### config.mk
export PLATFORM = sky130hd
export DESIGN_NAME = htab_ctrl
export DESIGN_NICKNAME = d
export VERILOG_FILES = /design/src/hw/rtl/htab_pkg.sv /design/src/hw/rtl/htab_ctrl.sv
export SDC_FILE = /design/constraint.sdc
export NUM_CORES = 1
export LEC_CHECK = 0
export BUFFER_PORTS_ARGS = -buffer_cell sky130_fd_sc_hd__buf_2
export CORE_AREA = 2 2 39 41
export DETAILED_ROUTE_END_ITERATION = 8
export DIE_AREA = 0 0 41 43
export PLACE_DENSITY = 0.48
export SETUP_SLACK_MARGIN = 0.05
export SLEW_MARGIN = 20
export SYNTH_ARGS = -nofsm -noshare
export SYNTH_HDL_FRONTEND = slang
export SYNTH_SLANG_ARGS = --single-unit
### constraint.sdc
create_clock -name clock -period 1.3 [get_ports clock]
set_input_delay 0.26 -clock clock [delete_from_list [all_inputs] [get_ports clock]]
set_output_delay 0.26 -clock clock [all_outputs]
set_load 0.1 [all_outputs]
### src/hw/rtl/htab_pkg.sv
// Shared types, constants and codes of the linear-probing hash table.
package htab_pkg;

   // Field and register widths
   localparam int KEY_W     = 31;
   localparam int SIZE_W    = 9;
   localparam int STATUS_W  = 2;
   localparam int SLOT_W    = 8;
   localparam int WORD_W    = KEY_W + 1;
   localparam int DIV_CNT_W = $clog2(KEY_W);
   localparam int CSR_AW    = 3;
   localparam int CSR_DW    = 32;

   // Default table depth and reset value of the size register
   localparam int DEF_DEPTH = 256;
   localparam logic [SIZE_W-1:0] SIZE_RESET = 9'd256;

   // Register index of the size register
   localparam logic REG_TABLE_SIZE = 1'b0;

   // Operation codes
   localparam logic OP_INSERT = 1'b0;
   localparam logic OP_SEARCH = 1'b1;

   // Result status codes
   typedef enum logic [STATUS_W-1:0] {
      STS_INSERTED = 2'd0,
      STS_FULL     = 2'd1,
      STS_FOUND    = 2'd2,
      STS_MISSING  = 2'd3
   } status_type;

   // Controller states
   typedef enum logic [2:0] {
      ST_CLEAR,
      ST_IDLE,
      ST_DIVIDE,
      ST_HOME,
      ST_PROBE
   } state_type;

   // Commands from controller to datapath
   typedef struct packed {
      logic clear;
      logic load;
      logic div;
      logic home;
      logic probe;
   } cmd_type;

   // Status from datapath to controller
   typedef struct packed {
      logic clear_last;
      logic div_last;
      logic hit;
      logic probe_last;
   } stat_type;

endpackage

### src/hw/rtl/htab_ctrl.sv
// Controller state machine: clearing pass, divide, home read and probe walk.
module htab_ctrl (
   input  logic               clock,
   input  logic               reset,
   input  logic               start,
   output logic               busy,
   output logic               rsp_valid,
   output htab_pkg::cmd_type  cmd,
   input  htab_pkg::stat_type stat
);

   htab_pkg::state_type state_ff, state_in;
   logic                valid_ff, valid_in;

   // Hold state and result strobe
   always_ff @(posedge clock) begin
      if (reset) begin
         state_ff <= htab_pkg::ST_CLEAR;
         valid_ff <= 1'b0;
      end else begin
         state_ff <= state_in;
         valid_ff <= valid_in;
      end
   end

   // Next state and commands
   always_comb begin
      state_in  = state_ff;
      valid_in  = 1'b0;
      cmd       = '0;
      case (state_ff)
         htab_pkg::ST_CLEAR: begin
            cmd.clear = 1'b1;
            if (stat.clear_last) begin
               state_in = htab_pkg::ST_IDLE;
            end
         end
         htab_pkg::ST_IDLE: begin
            if (start) begin
               cmd.load = 1'b1;
               state_in = htab_pkg::ST_DIVIDE;
            end
         end
         htab_pkg::ST_DIVIDE: begin
            cmd.div = 1'b1;
            if (stat.div_last) begin
               state_in = htab_pkg::ST_HOME;
            end
         end
         htab_pkg::ST_HOME: begin
            cmd.home = 1'b1;
            state_in = htab_pkg::ST_PROBE;
         end
         htab_pkg::ST_PROBE: begin
            cmd.probe = 1'b1;
            if (stat.hit || stat.probe_last) begin
               valid_in = 1'b1;
               state_in = htab_pkg::ST_IDLE;
            end
         end
         default: begin
            state_in = htab_pkg::ST_IDLE;
         end
      endcase
   end

   assign busy      = (state_ff != htab_pkg::ST_IDLE);
   assign rsp_valid = valid_ff;

endmodule

# --- After elaboration in Yosys (flattened, before gate mapping) ---
# Index checks and enable logic that the tools add are counted.
totals:
  reg_bits: 4
  latch_bits: 0
  ram_bits: 0
  rom_bits: 0
  input_bits: 7
  output_inout_bits: 7
  elab_cells: 28
  memories: 0
op_classes:
  add_sub_neg: 0
  multipliers: 0
  div_mod_pow: 0
  magnitude_cmp: 0
  eq_ne: 9
  n_shift: 0
  n_mux: 12
  bitwise_logic: 1
  reduce_logical: 4
ops:
  columns: ["op", "n"]
  rows:
  - ["$pmux W3 S5", 1]
  - ["$mux W3", 4]
  - ["$ne A2 B2 Y1 const B", 4]
  - ["$mux W1", 7]
  - ["$eq A3 B2 Y1 const B", 2]
  - ["$reduce_and A4 Y1", 1]
  - ["$eq A3 B1 Y1 const B", 1]
  - ["$eq A3 B3 Y1 const B", 1]
  - ["$logic_not A3 Y1", 1]
  - ["$ne A3 B1 Y1 const B", 1]
  - ["$reduce_or A2 Y1", 1]
  - ["$logic_or A1 B1 Y1", 1]
  - ["$not A1 Y1", 1]

# --- Longest topological paths before layout ---
depth:
  ltp_word: 3
  mapped_depth: 4
  mapped_depth_nobuf: 3

# --- Least setup slack after synthesis ---
# OpenSTA, ideal clock, no wires.
synth_timing:
  path_kind: "flip-flop to output port"
  start: "register state_ff[0]"
  end: "output port cmd[2] (netlist name)"
  t_arrival_ns: 2.666
  t_required_ns: 1.040
  path_slack_ns: -1.626
  stages_incl_launch_ff: 3
  path_cell_list: "dfxtp_1 > buf_2 > nor3b_1"
synth_rtl:
  columns: ["element", "line", "source"]
  rows:
  - ["from (decl)", "htab_ctrl.sv:12", "htab_pkg::state_type state_ff, state_in;"]
  - ["from (signal assigned)", "htab_ctrl.sv:18", "state_ff <= htab_pkg::ST_CLEAR;"]
  - ["from (signal assigned)", "htab_ctrl.sv:21", "state_ff <= state_in;"]
  - ["to (decl)", "htab_ctrl.sv:8", "output htab_pkg::cmd_type cmd,"]

==> reports/results.ini <==
[timing]
hold_ws_ps = 234.8
max_freq_ghz = 0.7215
worst_clock_skew_ps = 6.049
final.setup.worst_slack_ps = -86.00
tightest_slew_ps = 299.7
drv_slew = 0
setup_viol = 5
final.period_utilization_pct = 106.6
relSlewSlack_pct = 80.13
period_needed_ps = 1386
hold_violations = 0
rsz0062_at_grt = true

[pwr]
p_leak_nw = 0.2038
p_int_uw = 323.0
clkPwrFrac_pct = 29.2
total_power_uw = 520.2
switching_power_uw = 197.2
ir_worst_vdd_mv = 0.4458
power.switching_fraction_pct = 37.91
seqPwrFrac_pct = 27.5
combPwrFrac_pct = 43.4
power_density_nw_per_um2 = 1047

[die]
core_sq_um = 1384
start_util_pct = 17.00
num_rows = 14
boundaryPins = 14
die_w_um = 41
die_area_sq_um = 1763
die_h_um = 43

[synth]
syn_inst = 25
synth_commonest_cells = 4 x dfxtp_1, 4 x nor2_1
synth_edf_count = 0
ys_ff_latch = 4
ys.flop_type = dfxtp_1
synth_top_area_share_pct = 34.04
synth.distinct_cells = 15
synth_fp_nets = 32
synth_area_per_cell_sq_um = 9.409
async_flop_share_pct = 0
ys_seq_area_share_pct = 34.04
synth_area_sq_um = 235.2
synth_area_leaders = dfxtp_1 34%, mux2i_1 8.5%, nor3b_4 8.0%
yosys_warnings = 0
yosys.area.top_type = dfxtp_1

[critical_path]
critPathBufInv = 1
critical_path_required_ps = 1040
path_max_fanout = 7
crit_chain = nor2_2 -> and3_4 -> buf_12
crit_type = flip-flop to primary output
start_kind = flip-flop
cp_data_arrival_time_ps = 1130
cpLargestDelayFamily = flip-flops
r2r_setup_slack_ps = 170
slowest_delay_ps = 370
cpMaxStageDelayCell = dfxtp_4
end_kind = primary output

[clocking]
clock-sinks = 4
clkTransAtPathRegs_ps = 40
cts.path.max_buffers = 2
cts_tree = yes
insertion_delay_ps = 230
numCtsBuffers = 3
cts_htree_levels = 1
clock-root-buffer = clkbuf_4

[grt]
first_global_vias = 253
grt_overflow = 0
grt_use_total_pct = 8.936
antenna_found_initial = 0
grt_max_degree = 8
grt_pass1_wl_um = 979

[drt]
drt_wl_total_um = 551
wl_met2_um = 299
drc = 0
routed.top_layer = met3
via_count = 240
wl_met3_um = 37
viasPerCell = 4.068
detail_route.first_pass.iterations = 4
drt-initial-drc-count = 4
ant_nets = 0
wl_met1_um = 214
wl_per_cell_um = 9.339

[hold_path]
worstHoldPathType = input port to flip-flop

[run_status]
violations = setup timing
status = complete, but fails checks

[layout]
nets = 52
drive_gt1_share_pct = 74.42
fin_area_sq_um = 496.7
diodes = 0
fillCellCount = 153
area_growth_pct = 111.2

[placement]
port_buffers = 13
place.gp.congestion = 0.6573
placed_area_sq_um = 455.4
hpwl_um = 430.3

[job]
maxCapViolations = 0

-- layout by cell type (no fill, tap or decap), drive strengths merged --
cell,instances
a21oi,2
a221oi,1
and2b,1
and3,1
and3b,1
buf,16
clkbuf,4
dfxtp,4
mux2i,2
nand2,1
nor2,4
nor3,2
nor3b,3
or2,1
-- what timing repair did --
action,4_1_cts,5_1_grt
setup endpoints to repair,7,7
hold buffers,0,0
resized for setup,7,1
buffers inserted,0,0
pin swaps,0,0
-- final cells by class --
cell class	instances	area (sq um)	area share, %
Clock buffer	3	22.52	4.534
Sequential cell	4	91.34	18.39
Tap cell	16	20.02	4.030
Timing Repair Buffer	17	191.4	38.54
Multi-Input combinational cell	19	171.4	34.51
-- routing by layer --
metal / vias up / GRT usage [%]
met5: - / 0
met3: 0 / 8.377
met1: 107 / 9.325
li1: 125 / -
met4: 0 / 4.000
met2: 8 / 11.88
-- flip-flops by register name (all words and copies together), names as in the netlist --
| register | cells |
|---|---|
| rsp_valid | 1 |
| state_ff | 3 |
-- final timing paths --
| kind | start | end | cells after the start |
|---|---|---|---|
| worst max-delay path | state_ff[2] | cmd[3] | 3 |
| worst max register to register | state_ff[1] | state_ff[0] | 4 |
| worst min register to register | state_ff[2] | state_ff[1] | 1 |
| worst min-delay path | reset | state_ff[0] | 2 |
-- cell families after synthesis --
group / count (synthesis) / synth area share (%)
buffers and inverters: 2 / 6.913
AO/OA/AOI/OAI: 3 / 10.64
AND/OR/NAND/NOR: 14 / 39.89
multiplexers: 2 / 8.511
flip-flops: 4 / 34.04
-- power groups by stage --
stage                     clock [mW]  combinational (mW)  sequential (mW)
after floorplan                    0               0.158            0.135
after global routing           0.179               0.234            0.144
final                          0.152               0.226            0.143
after CTS                      0.162               0.228            0.143
after detailed placement           0               0.225            0.146
after global placement             0               0.225            0.145
-- through the flow --
step                      util, %  setup WS [ps]  instances  TNS, ps
after floorplan                 -         -353.4         25    -1763
after global placement      32.91          58.62         56        0
after detailed placement    32.91          58.71         56        0
after CTS                   35.71         -99.22         59   -311.7
after global routing        35.90         -144.8         59   -521.5
final                       35.90         -86.00         59   -227.8
(Power assumes the default switching activity.)
