==> config.mk <==
export PLATFORM = sky130hd
export DESIGN_NAME = htab_dpath
export DESIGN_NICKNAME = d
export VERILOG_FILES = /design/src/hw/rtl/htab_pkg.sv /design/src/hw/rtl/htab_dpath.sv
export SDC_FILE = /design/constraint.sdc
export NUM_CORES = 1
export LEC_CHECK = 0
export BUFFER_PORTS_ARGS = -buffer_cell sky130_fd_sc_hd__buf_2
export CORE_ASPECT_RATIO = 0.6
export CORE_MARGIN = 1.5
export CORE_UTILIZATION = 51
export CTS_BUF_LIST = sky130_fd_sc_hd__clkbuf_4
export CTS_CLUSTER_DIAMETER = 30
export DETAILED_ROUTE_END_ITERATION = 10
export PLACE_DENSITY = 0.79
export SLEW_MARGIN = 20
export SYNTH_ARGS = -nofsm -noshare
export SYNTH_HDL_FRONTEND = slang
export SYNTH_SLANG_ARGS = --single-unit
==> constraint.sdc <==
create_clock -name clock -period 4.7 [get_ports clock]
set_clock_uncertainty 0.1 [all_clocks]
set_input_delay 0.94 -clock clock [delete_from_list [all_inputs] [get_ports clock]]
set_output_delay 0.94 -clock clock [all_outputs]
set_load 0.005 [all_outputs]
==> src/hw/rtl/htab_pkg.sv <==
// Shared types, constants and codes of the linear-probing hash table.
package htab_pkg;

   // Field and register widths
   localparam int KEY_W     = 31;
   localparam int SIZE_W    = 9;
   localparam int STATUS_W  = 2;
   localparam int SLOT_W    = 8;
   localparam int WORD_W    = KEY_W + 1;
   localparam int DIV_CNT_W = $clog2(KEY_W);
   localparam int CSR_AW    = 3;
   localparam int CSR_DW    = 32;

   // Default table depth and reset value of the size register
   localparam int DEF_DEPTH = 256;
   localparam logic [SIZE_W-1:0] SIZE_RESET = 9'd256;

   // Register index of the size register
   localparam logic REG_TABLE_SIZE = 1'b0;

   // Operation codes
   localparam logic OP_INSERT = 1'b0;
   localparam logic OP_SEARCH = 1'b1;

   // Result status codes
   typedef enum logic [STATUS_W-1:0] {
      STS_INSERTED = 2'd0,
      STS_FULL     = 2'd1,
      STS_FOUND    = 2'd2,
      STS_MISSING  = 2'd3
   } status_type;

   // Controller states
   typedef enum logic [2:0] {
      ST_CLEAR,
      ST_IDLE,
      ST_DIVIDE,
      ST_HOME,
      ST_PROBE
   } state_type;

   // Commands from controller to datapath
   typedef struct packed {
      logic clear;
      logic load;
      logic div;
      logic home;
      logic probe;
   } cmd_type;

   // Status from datapath to controller
   typedef struct packed {
      logic clear_last;
      logic div_last;
      logic hit;
      logic probe_last;
   } stat_type;

endpackage

==> src/hw/rtl/htab_dpath.sv <==
// Datapath: size clamp, bit-serial remainder, probe pointer and result words.
module htab_dpath #(
   parameter int TABLE_DEPTH = htab_pkg::DEF_DEPTH,
   localparam int AW = $clog2(TABLE_DEPTH)
) (
   input  logic                          clock,
   input  logic                          reset,
   input  htab_pkg::cmd_type             cmd,
   output htab_pkg::stat_type            stat,
   input  logic [htab_pkg::SIZE_W-1:0]   table_size,
   input  logic                          req_operation,
   input  logic [htab_pkg::KEY_W-1:0]    req_key,
   output logic                          ram_we,
   output logic [AW-1:0]                 ram_waddr,
   output logic [htab_pkg::WORD_W-1:0]   ram_wdata,
   output logic [AW-1:0]                 ram_raddr,
   input  logic [htab_pkg::WORD_W-1:0]   ram_rdata,
   output logic [htab_pkg::STATUS_W-1:0] rsp_status,
   output logic [htab_pkg::SLOT_W-1:0]   rsp_slot
);

   localparam int SW = htab_pkg::SIZE_W;
   localparam int KW = htab_pkg::KEY_W;
   localparam int NW = (AW + 1 > SW) ? AW + 1 : SW;

   logic [NW-1:0]                    size_ext;
   logic [NW-1:0]                    depth_n;
   logic [NW-1:0]                    eff_n;
   logic [SW-1:0]                    div_n;
   logic [SW:0]                      trial;
   logic [SW:0]                      diff;
   logic [NW-1:0]                    rem_ext;
   logic [NW-1:0]                    pos_inc;
   logic [NW-1:0]                    pos_ext;
   logic [AW-1:0]                    pos_next;
   logic                             hit;
   logic                             done;

   logic [AW-1:0]                    clr_addr_ff, clr_addr_in;
   logic                             op_ff, op_in;
   logic [KW-1:0]                    key_ff, key_in;
   logic [KW-1:0]                    key_sh_ff, key_sh_in;
   logic [SW-1:0]                    rem_ff, rem_in;
   logic [htab_pkg::DIV_CNT_W-1:0]   bit_cnt_ff, bit_cnt_in;
   logic [AW-1:0]                    pos_ff, pos_in;
   logic [NW-1:0]                    cnt_ff, cnt_in;
   logic [htab_pkg::STATUS_W-1:0]    status_ff, status_in;
   logic [htab_pkg::SLOT_W-1:0]      slot_ff, slot_in;

   // Clamp the configured size to 1..TABLE_DEPTH
   assign size_ext = NW'(table_size);
   assign depth_n  = NW'(TABLE_DEPTH);
   assign eff_n    = (table_size == '0) ? NW'(1) :
                     ((size_ext > depth_n) ? depth_n : size_ext);
   assign div_n    = eff_n[SW-1:0];

   // One restoring remainder step per cycle
   assign trial = {rem_ff, key_sh_ff[KW-1]};
   assign diff  = trial - {1'b0, div_n};

   // Probe position helpers
   assign rem_ext  = NW'(rem_ff);
   assign pos_ext  = NW'(pos_ff);
   assign pos_inc  = pos_ext + NW'(1);
   assign pos_next = (pos_inc >= eff_n) ? '0 : pos_inc[AW-1:0];

   // Match test on the word read for the current position
   assign hit = (op_ff == htab_pkg::OP_INSERT) ?
                !ram_rdata[KW] :
                (ram_rdata[KW] && (ram_rdata[KW-1:0] == key_ff));
   assign done = hit || stat.probe_last;

   assign stat.clear_last = (clr_addr_ff == AW'(TABLE_DEPTH - 1));
   assign stat.div_last   = (bit_cnt_ff == htab_pkg::DIV_CNT_W'(KW - 1));
   assign stat.hit        = hit;
   assign stat.probe_last = (cnt_ff == eff_n - NW'(1));

   // Advance clear pointer from reset
   always_ff @(posedge clock) begin
      if (reset) begin
         clr_addr_ff <= '0;
      end else begin
         clr_addr_ff <= clr_addr_in;
      end
   end

   // Hold payload registers
   always_ff @(posedge clock) begin
      op_ff      <= op_in;
      key_ff     <= key_in;
      key_sh_ff  <= key_sh_in;
      rem_ff     <= rem_in;
      bit_cnt_ff <= bit_cnt_in;
      pos_ff     <= pos_in;
      cnt_ff     <= cnt_in;
      status_ff  <= status_in;
      slot_ff    <= slot_in;
   end

   // Next values of the datapath registers
   always_comb begin
      clr_addr_in = clr_addr_ff;
      op_in       = op_ff;
      key_in      = key_ff;
      key_sh_in   = key_sh_ff;
      rem_in      = rem_ff;
      bit_cnt_in  = bit_cnt_ff;
      pos_in      = pos_ff;
      cnt_in      = cnt_ff;
      status_in   = status_ff;
      slot_in     = slot_ff;

      if (cmd.clear) begin
         clr_addr_in = clr_addr_ff + AW'(1);
      end

      // Capture the word and start the remainder
      if (cmd.load) begin
         op_in      = req_operation;
         key_in     = req_key;
         key_sh_in  = req_key;
         rem_in     = '0;
         bit_cnt_in = '0;
      end

      // Shift in one key bit, subtract when possible
      if (cmd.div) begin
         key_sh_in  = {key_sh_ff[KW-2:0], 1'b0};
         rem_in     = (trial >= {1'b0, div_n}) ? diff[SW-1:0] : trial[SW-1:0];
         bit_cnt_in = bit_cnt_ff + htab_pkg::DIV_CNT_W'(1);
      end

      // Point at the home slot
      if (cmd.home) begin
         pos_in = rem_ext[AW-1:0];
         cnt_in = '0;
      end

      // Check one slot, then finish or step to the next
      if (cmd.probe) begin
         if (done) begin
            if (hit) begin
               status_in = (op_ff == htab_pkg::OP_INSERT) ?
                           htab_pkg::STS_INSERTED : htab_pkg::STS_FOUND;
               slot_in   = pos_ext[htab_pkg::SLOT_W-1:0];
            end else begin
               status_in = (op_ff == htab_pkg::OP_INSERT) ?
                           htab_pkg::STS_FULL : htab_pkg::STS_MISSING;
               slot_in   = '0;
            end
         end else begin
            pos_in = pos_next;
            cnt_in = cnt_ff + NW'(1);
         end
      end
   end

   // Memory port: clear sweep or insert write; read follows the next position
   assign ram_we    = cmd.clear || (cmd.probe && hit && (op_ff == htab_pkg::OP_INSERT));
   assign ram_waddr = cmd.clear ? clr_addr_ff : pos_ff;
   assign ram_wdata = cmd.clear ? '0 : {1'b1, key_ff};
   assign ram_raddr = pos_in;

   assign rsp_status = status_ff;
   assign rsp_slot   = slot_ff;

endmodule

Word level (Yosys, flattened, before mapping)
Cells that the tools add are included.

operators by class
  add/sub/neg operators = 6
  reduce and logical (&&, ||, !) cells = 9
  equal/unequal tests = 4
  bitwise operators = 1
  mux-type cells = 22
  magnitude comparators = 3

operators with widths
  cell                                                                 count
  9-bit two-way mux                                                    8
  31-bit two-way mux                                                   2
  8-bit two-way mux                                                    5
  32-bit two-way mux                                                   1
  31-bit == test                                                       1
  10-bit by 9-bit greater-or-equal comparator with 1-bit output        1
  5-bit two-way mux                                                    2
  8-bit by 1-bit adder with 9-bit output (second input constant)       1
  9-bit by 1-bit adder with 9-bit output (second input constant)       1
  9-bit == test                                                        1
  9-bit greater-or-equal comparator                                    1
  9-bit greater-than comparator (second input constant)                1
  9-bit logical NOT                                                    1
  9-bit by 1-bit subtractor with 9-bit output (second input constant)  1
  9-bit subtractor                                                     1
  8-bit by 1-bit adder with 8-bit output (second input constant)       1
  8-bit == test (second input constant)                                1
  2-bit two-way mux                                                    3
  5-bit by 1-bit adder with 5-bit output (second input constant)       1
  5-bit == test (second input constant)                                1
  1-bit logical AND                                                    3
  1-bit logical OR                                                     2
  2-bit AND reduction                                                  1
  2-bit nonzero test                                                   1
  other kinds (3)                                                      3

word-level totals
  word-level logic and storage cells = 56
  output and inout bits = 63
  bits in registers = 112
  input port bits = 80

Longest topological paths before layout
  depth in word-level cells = 8
  mapped depth = 15
  mapped depth without buffers = 13

Least setup slack after synthesis
No wires, ideal clock.

  path type = input to output
  from = input port table_size[4] (netlist name)
  to = output port ram_raddr[5]
  path buffers = 2
  stages on the path = 13
  path slack = -0.076 ns
  data arrival time = 3.736 ns
  cells stage by stage = buf_4 nor4_4 a22oi_1 ha_1 nor4b_2 and2_1 o31ai_1 nand4_1 o41ai_4 and2b_1 buf_6 a21oi_1 o21ai_1

between the ends
  longest elaborated chain between the ends = 8

ends and longest elaborated chain
  item                                         line               text
  start: declaration                           htab_dpath.sv:10   input logic [htab_pkg::SIZE_W-1:0] table_size,
  9-bit greater-than comparator                htab_dpath.sv:54   ((size_ext > depth_n) ? depth_n : size_ext);
  9-bit two-way mux                            htab_dpath.sv:54
  9-bit two-way mux (*)                        htab_dpath.sv:53   assign eff_n = (table_size == '0) ? NW'(1) :
  9-bit by 1-bit subtractor with 9-bit output  htab_dpath.sv:76   assign stat.probe_last = (cnt_ff == eff_n - NW'(1));
  9-bit == test                                htab_dpath.sv:76
  1-bit logical OR                             htab_dpath.sv:71   assign done = hit || stat.probe_last;
  8-bit two-way mux (*)                        htab_dpath.sv:141  if (done) begin
  8-bit two-way mux (*)                        htab_dpath.sv:140  if (cmd.probe) begin
  end: declaration                             htab_dpath.sv:16   output logic [AW-1:0] ram_raddr,

Every way passes the cells marked *; elsewhere a longest branch is shown, timed or not.

Final worst setup path
  from = input port table_size[1] (netlist name)
  to = output port ram_raddr[3]

The elaborated chain is that of the path after synthesis.

==> out/qor.yml <==
first_iter_violations: 427
final_nets: 812
synth_top_cell_area_share: 0.4217
setup_tns_ns: 0
cts_sinks: 112
maxCapViolations: 0
period_needed_ns: 4.674
rsz0062_at_grt: "true"
place_congestion: 0.9562
ys_seq_area_frac: 0.5067
synth_area_mm2: 0.006123
critPathCaptureType: "primary output"
drt-total-wl_um: 16400
fill_cells: 904
fin_crit_sh: 0.9944
critical_path_class: "in2out"
die_h_um: 87.88
avgViaCountPerCell: 5.795
path_clk_slew_ns: 0.19
path_max_fanout: 6
vias: 5053
wl_per_cell_um: 18.81
clock_latency_ns: 0.49
hold_path.class: "reg2reg"
synth_area_leader_cell: "edfxtp_1"
die_w_um: 144.5
ys.flop_type: "edfxtp_1"
worst_slew_pin_slew_ns: 1.036
netlist_top_cells_area: "edfxtp_1 42%, dfxtp_1 8.5%, xor2_1 6.4%"
cts_htree_levels: 3
yosysWarningCount: 0
drc: 0
root_buffer: "clkbuf_4"
clock_path_buffers: 2
final_antenna_net_count: 0
syn_inst: 548
port-buffer-count: 142
final_max_slew_viol_count: 0
synth.distinct_cells: 59
finalHoldViolations: 0
p_per_area_mw_per_mm2: 380.8
first_global_vias: 4571
slew_headroom: 0.3092
p_leak_nw: 3.253
fmaxAchievable_mhz: 214.0
arrival_ns: 3.63
outcome: "complete, no violations"
layout-drive-gt1-share: 0.3244
dpl-instance-area_mm2: 0.007069
areaGrowthSynthToFinish_pct: 22.76
dr.pass1.iters: 5
post-synth-top-count-cell: "edfxtp_1"
irDropWorstVdd_mv: 0.2142
hpwl_um: 12300
antenna_cells: 0
core_area_mm2: 0.01149
grt_antenna_before_repair: 2
avgSynthCellArea_um2: 11.17
initial_utilization: 0.5331
cp.required_ns: 3.66
grt_usage: 0.2575
grt_pass1_wl_um: 24350
synth_edf_count: 86
rows: 30
dieArea_mm2: 0.01269
critPathLaunchType: "primary input"
io_pins: 143
async_flop_share: 0
cts_tree: "done"
grt_overflow: 0
post-route-cell-area_mm2: 0.007517
ys_ff_latch: 112
synth_nets: 653
grt_start_max_net_pins: 50
ys_top_cells_by_count: "86 x edfxtp_1, 46 x nor2b_1, 45 x xor2_1, 32 x a22o_1, 27 x nand2_1"
setup_viol: 0
cts_made_buffers: 9
==> layout by cell type, fill, tap and decap left out, types with 9 or more instances in the layout <==
master    instances
buf_2           140
nand3_1          12
xor2_1           45
buf_4            28
inv_1            20
nor2b_1          44
a21oi_1          10
edfxtp_1         86
nand4_1           9
nor2_1           24
clkbuf_4          9
a22o_1           32
nor4_1           12
mux2i_1           9
o21ai_0          21
xnor2_1          14
ha_1             22
nand2_1          26
dfxtp_1          24
==> cell families (layout without fill, tap and decap cells) <==
family,after synthesis,in the layout,synth area share
AND/OR/NAND/NOR,169,169,0.1537
AO/OA/AOI/OAI,117,117,0.1400
XOR/XNOR,61,61,0.08725
buffers and inverters,49,213,0.03433
flip-flops,112,112,0.5067
adder cells (fa/ha/maj),25,25,0.05231
multiplexers,15,15,0.02575
==> worst paths after layout <==
path / slack (ns) / endpoint / from / depth (start not counted)
max: 0.03 / ram_raddr[3] / table_size[1] / 15
min: 0.44 / clr_addr_ff[5]$_SDFFE_PP0P_ / clr_addr_ff[5]$_SDFFE_PP0P_ / 2
max reg2reg: 1.44 / pos_ff[3]$_DFF_P_ / pos_ff[0]$_DFF_P_ / 15
min reg2reg: 0.44 / clr_addr_ff[5]$_SDFFE_PP0P_ / clr_addr_ff[5]$_SDFFE_PP0P_ / 2
==> metrics by stage <==
stage	hold slack (ns)	total power, mW	util	instances	worst slack [ns]
finish	0.4378	2.863	0.6545	872	0.02617
CTS	0.4335	2.782	0.6356	864	0.02027
floorplan	0.3608	1.955	-	548	0.01618
detailed placement	0.4075	2.266	0.6155	844	-0.01352
global route	0.4608	3.024	0.6545	872	-0.05576
global placement	0.3748	2.231	0.6155	844	0.1170
==> registers in the layout, indices dropped and copies added (netlist names) <==
| signal | count |
|---|---|
| op_ff | 1 |
| cnt_ff | 9 |
| key_ff | 31 |
| key_sh_ff | 31 |
| rsp_slot | 8 |
| bit_cnt_ff | 5 |
| rsp_status | 2 |
| clr_addr_ff | 8 |
| pos_ff | 8 |
| rem_ext | 9 |
==> worst max-delay path: stages <==
cell      delay (ns)
buf_2           0.13
nor4_2          0.30
a22oi_2         0.12
ha_4            0.20
nor4b_4         0.14
and2_4          0.16
or4_1           0.41
nand4_1         0.18
o41ai_4         0.11
a211oi_4        0.29
buf_12          0.15
buf_8           0.11
a32oi_1         0.10
o21ai_1         0.13
buf_2           0.15
==> power by group <==
group	switching (mW)	internal [mW]	total, mW
Sequential	0.146	1.22	1.37
Combinational	0.513	0.483	0.997
Clock	0.360	0.135	0.496
Total	1.02	1.84	2.86
==> what timing repair did <==
item	4_1_cts	5_1_grt
resized for setup	5	39
pin swaps	7	18
setup endpoints to repair	4	8
hold buffers	0	0
setup buffers	5	8
==> layer usage <==
| layer | up-vias | wire (um) | GRT usage |
|---|---|---|---|
| li1 | 2334 | - | - |
| met1 | 2452 | 7515 | 0.3841 |
| met2 | 235 | 7184 | 0.3771 |
| met3 | 28 | 1468 | 0.06725 |
| met4 | 4 | 209 | 0.05693 |
| met5 | - | 26 | 0 |
==> final cells by class <==
| type | count | area, um^2 | area share |
|---|---|---|---|
| flip-flops and latches | 112 | 3105 | 0.4131 |
| repair buffers | 175 | 1006 | 0.1338 |
| multi-input cells | 387 | 2962 | 0.3940 |
| clock inverters | 7 | 91.34 | 0.01215 |
| clock buffers | 9 | 67.56 | 0.008988 |
| well taps | 160 | 200.2 | 0.02663 |
| inverters | 22 | 85.08 | 0.01132 |
No activity file was read; power rests on OpenSTA's default activity.
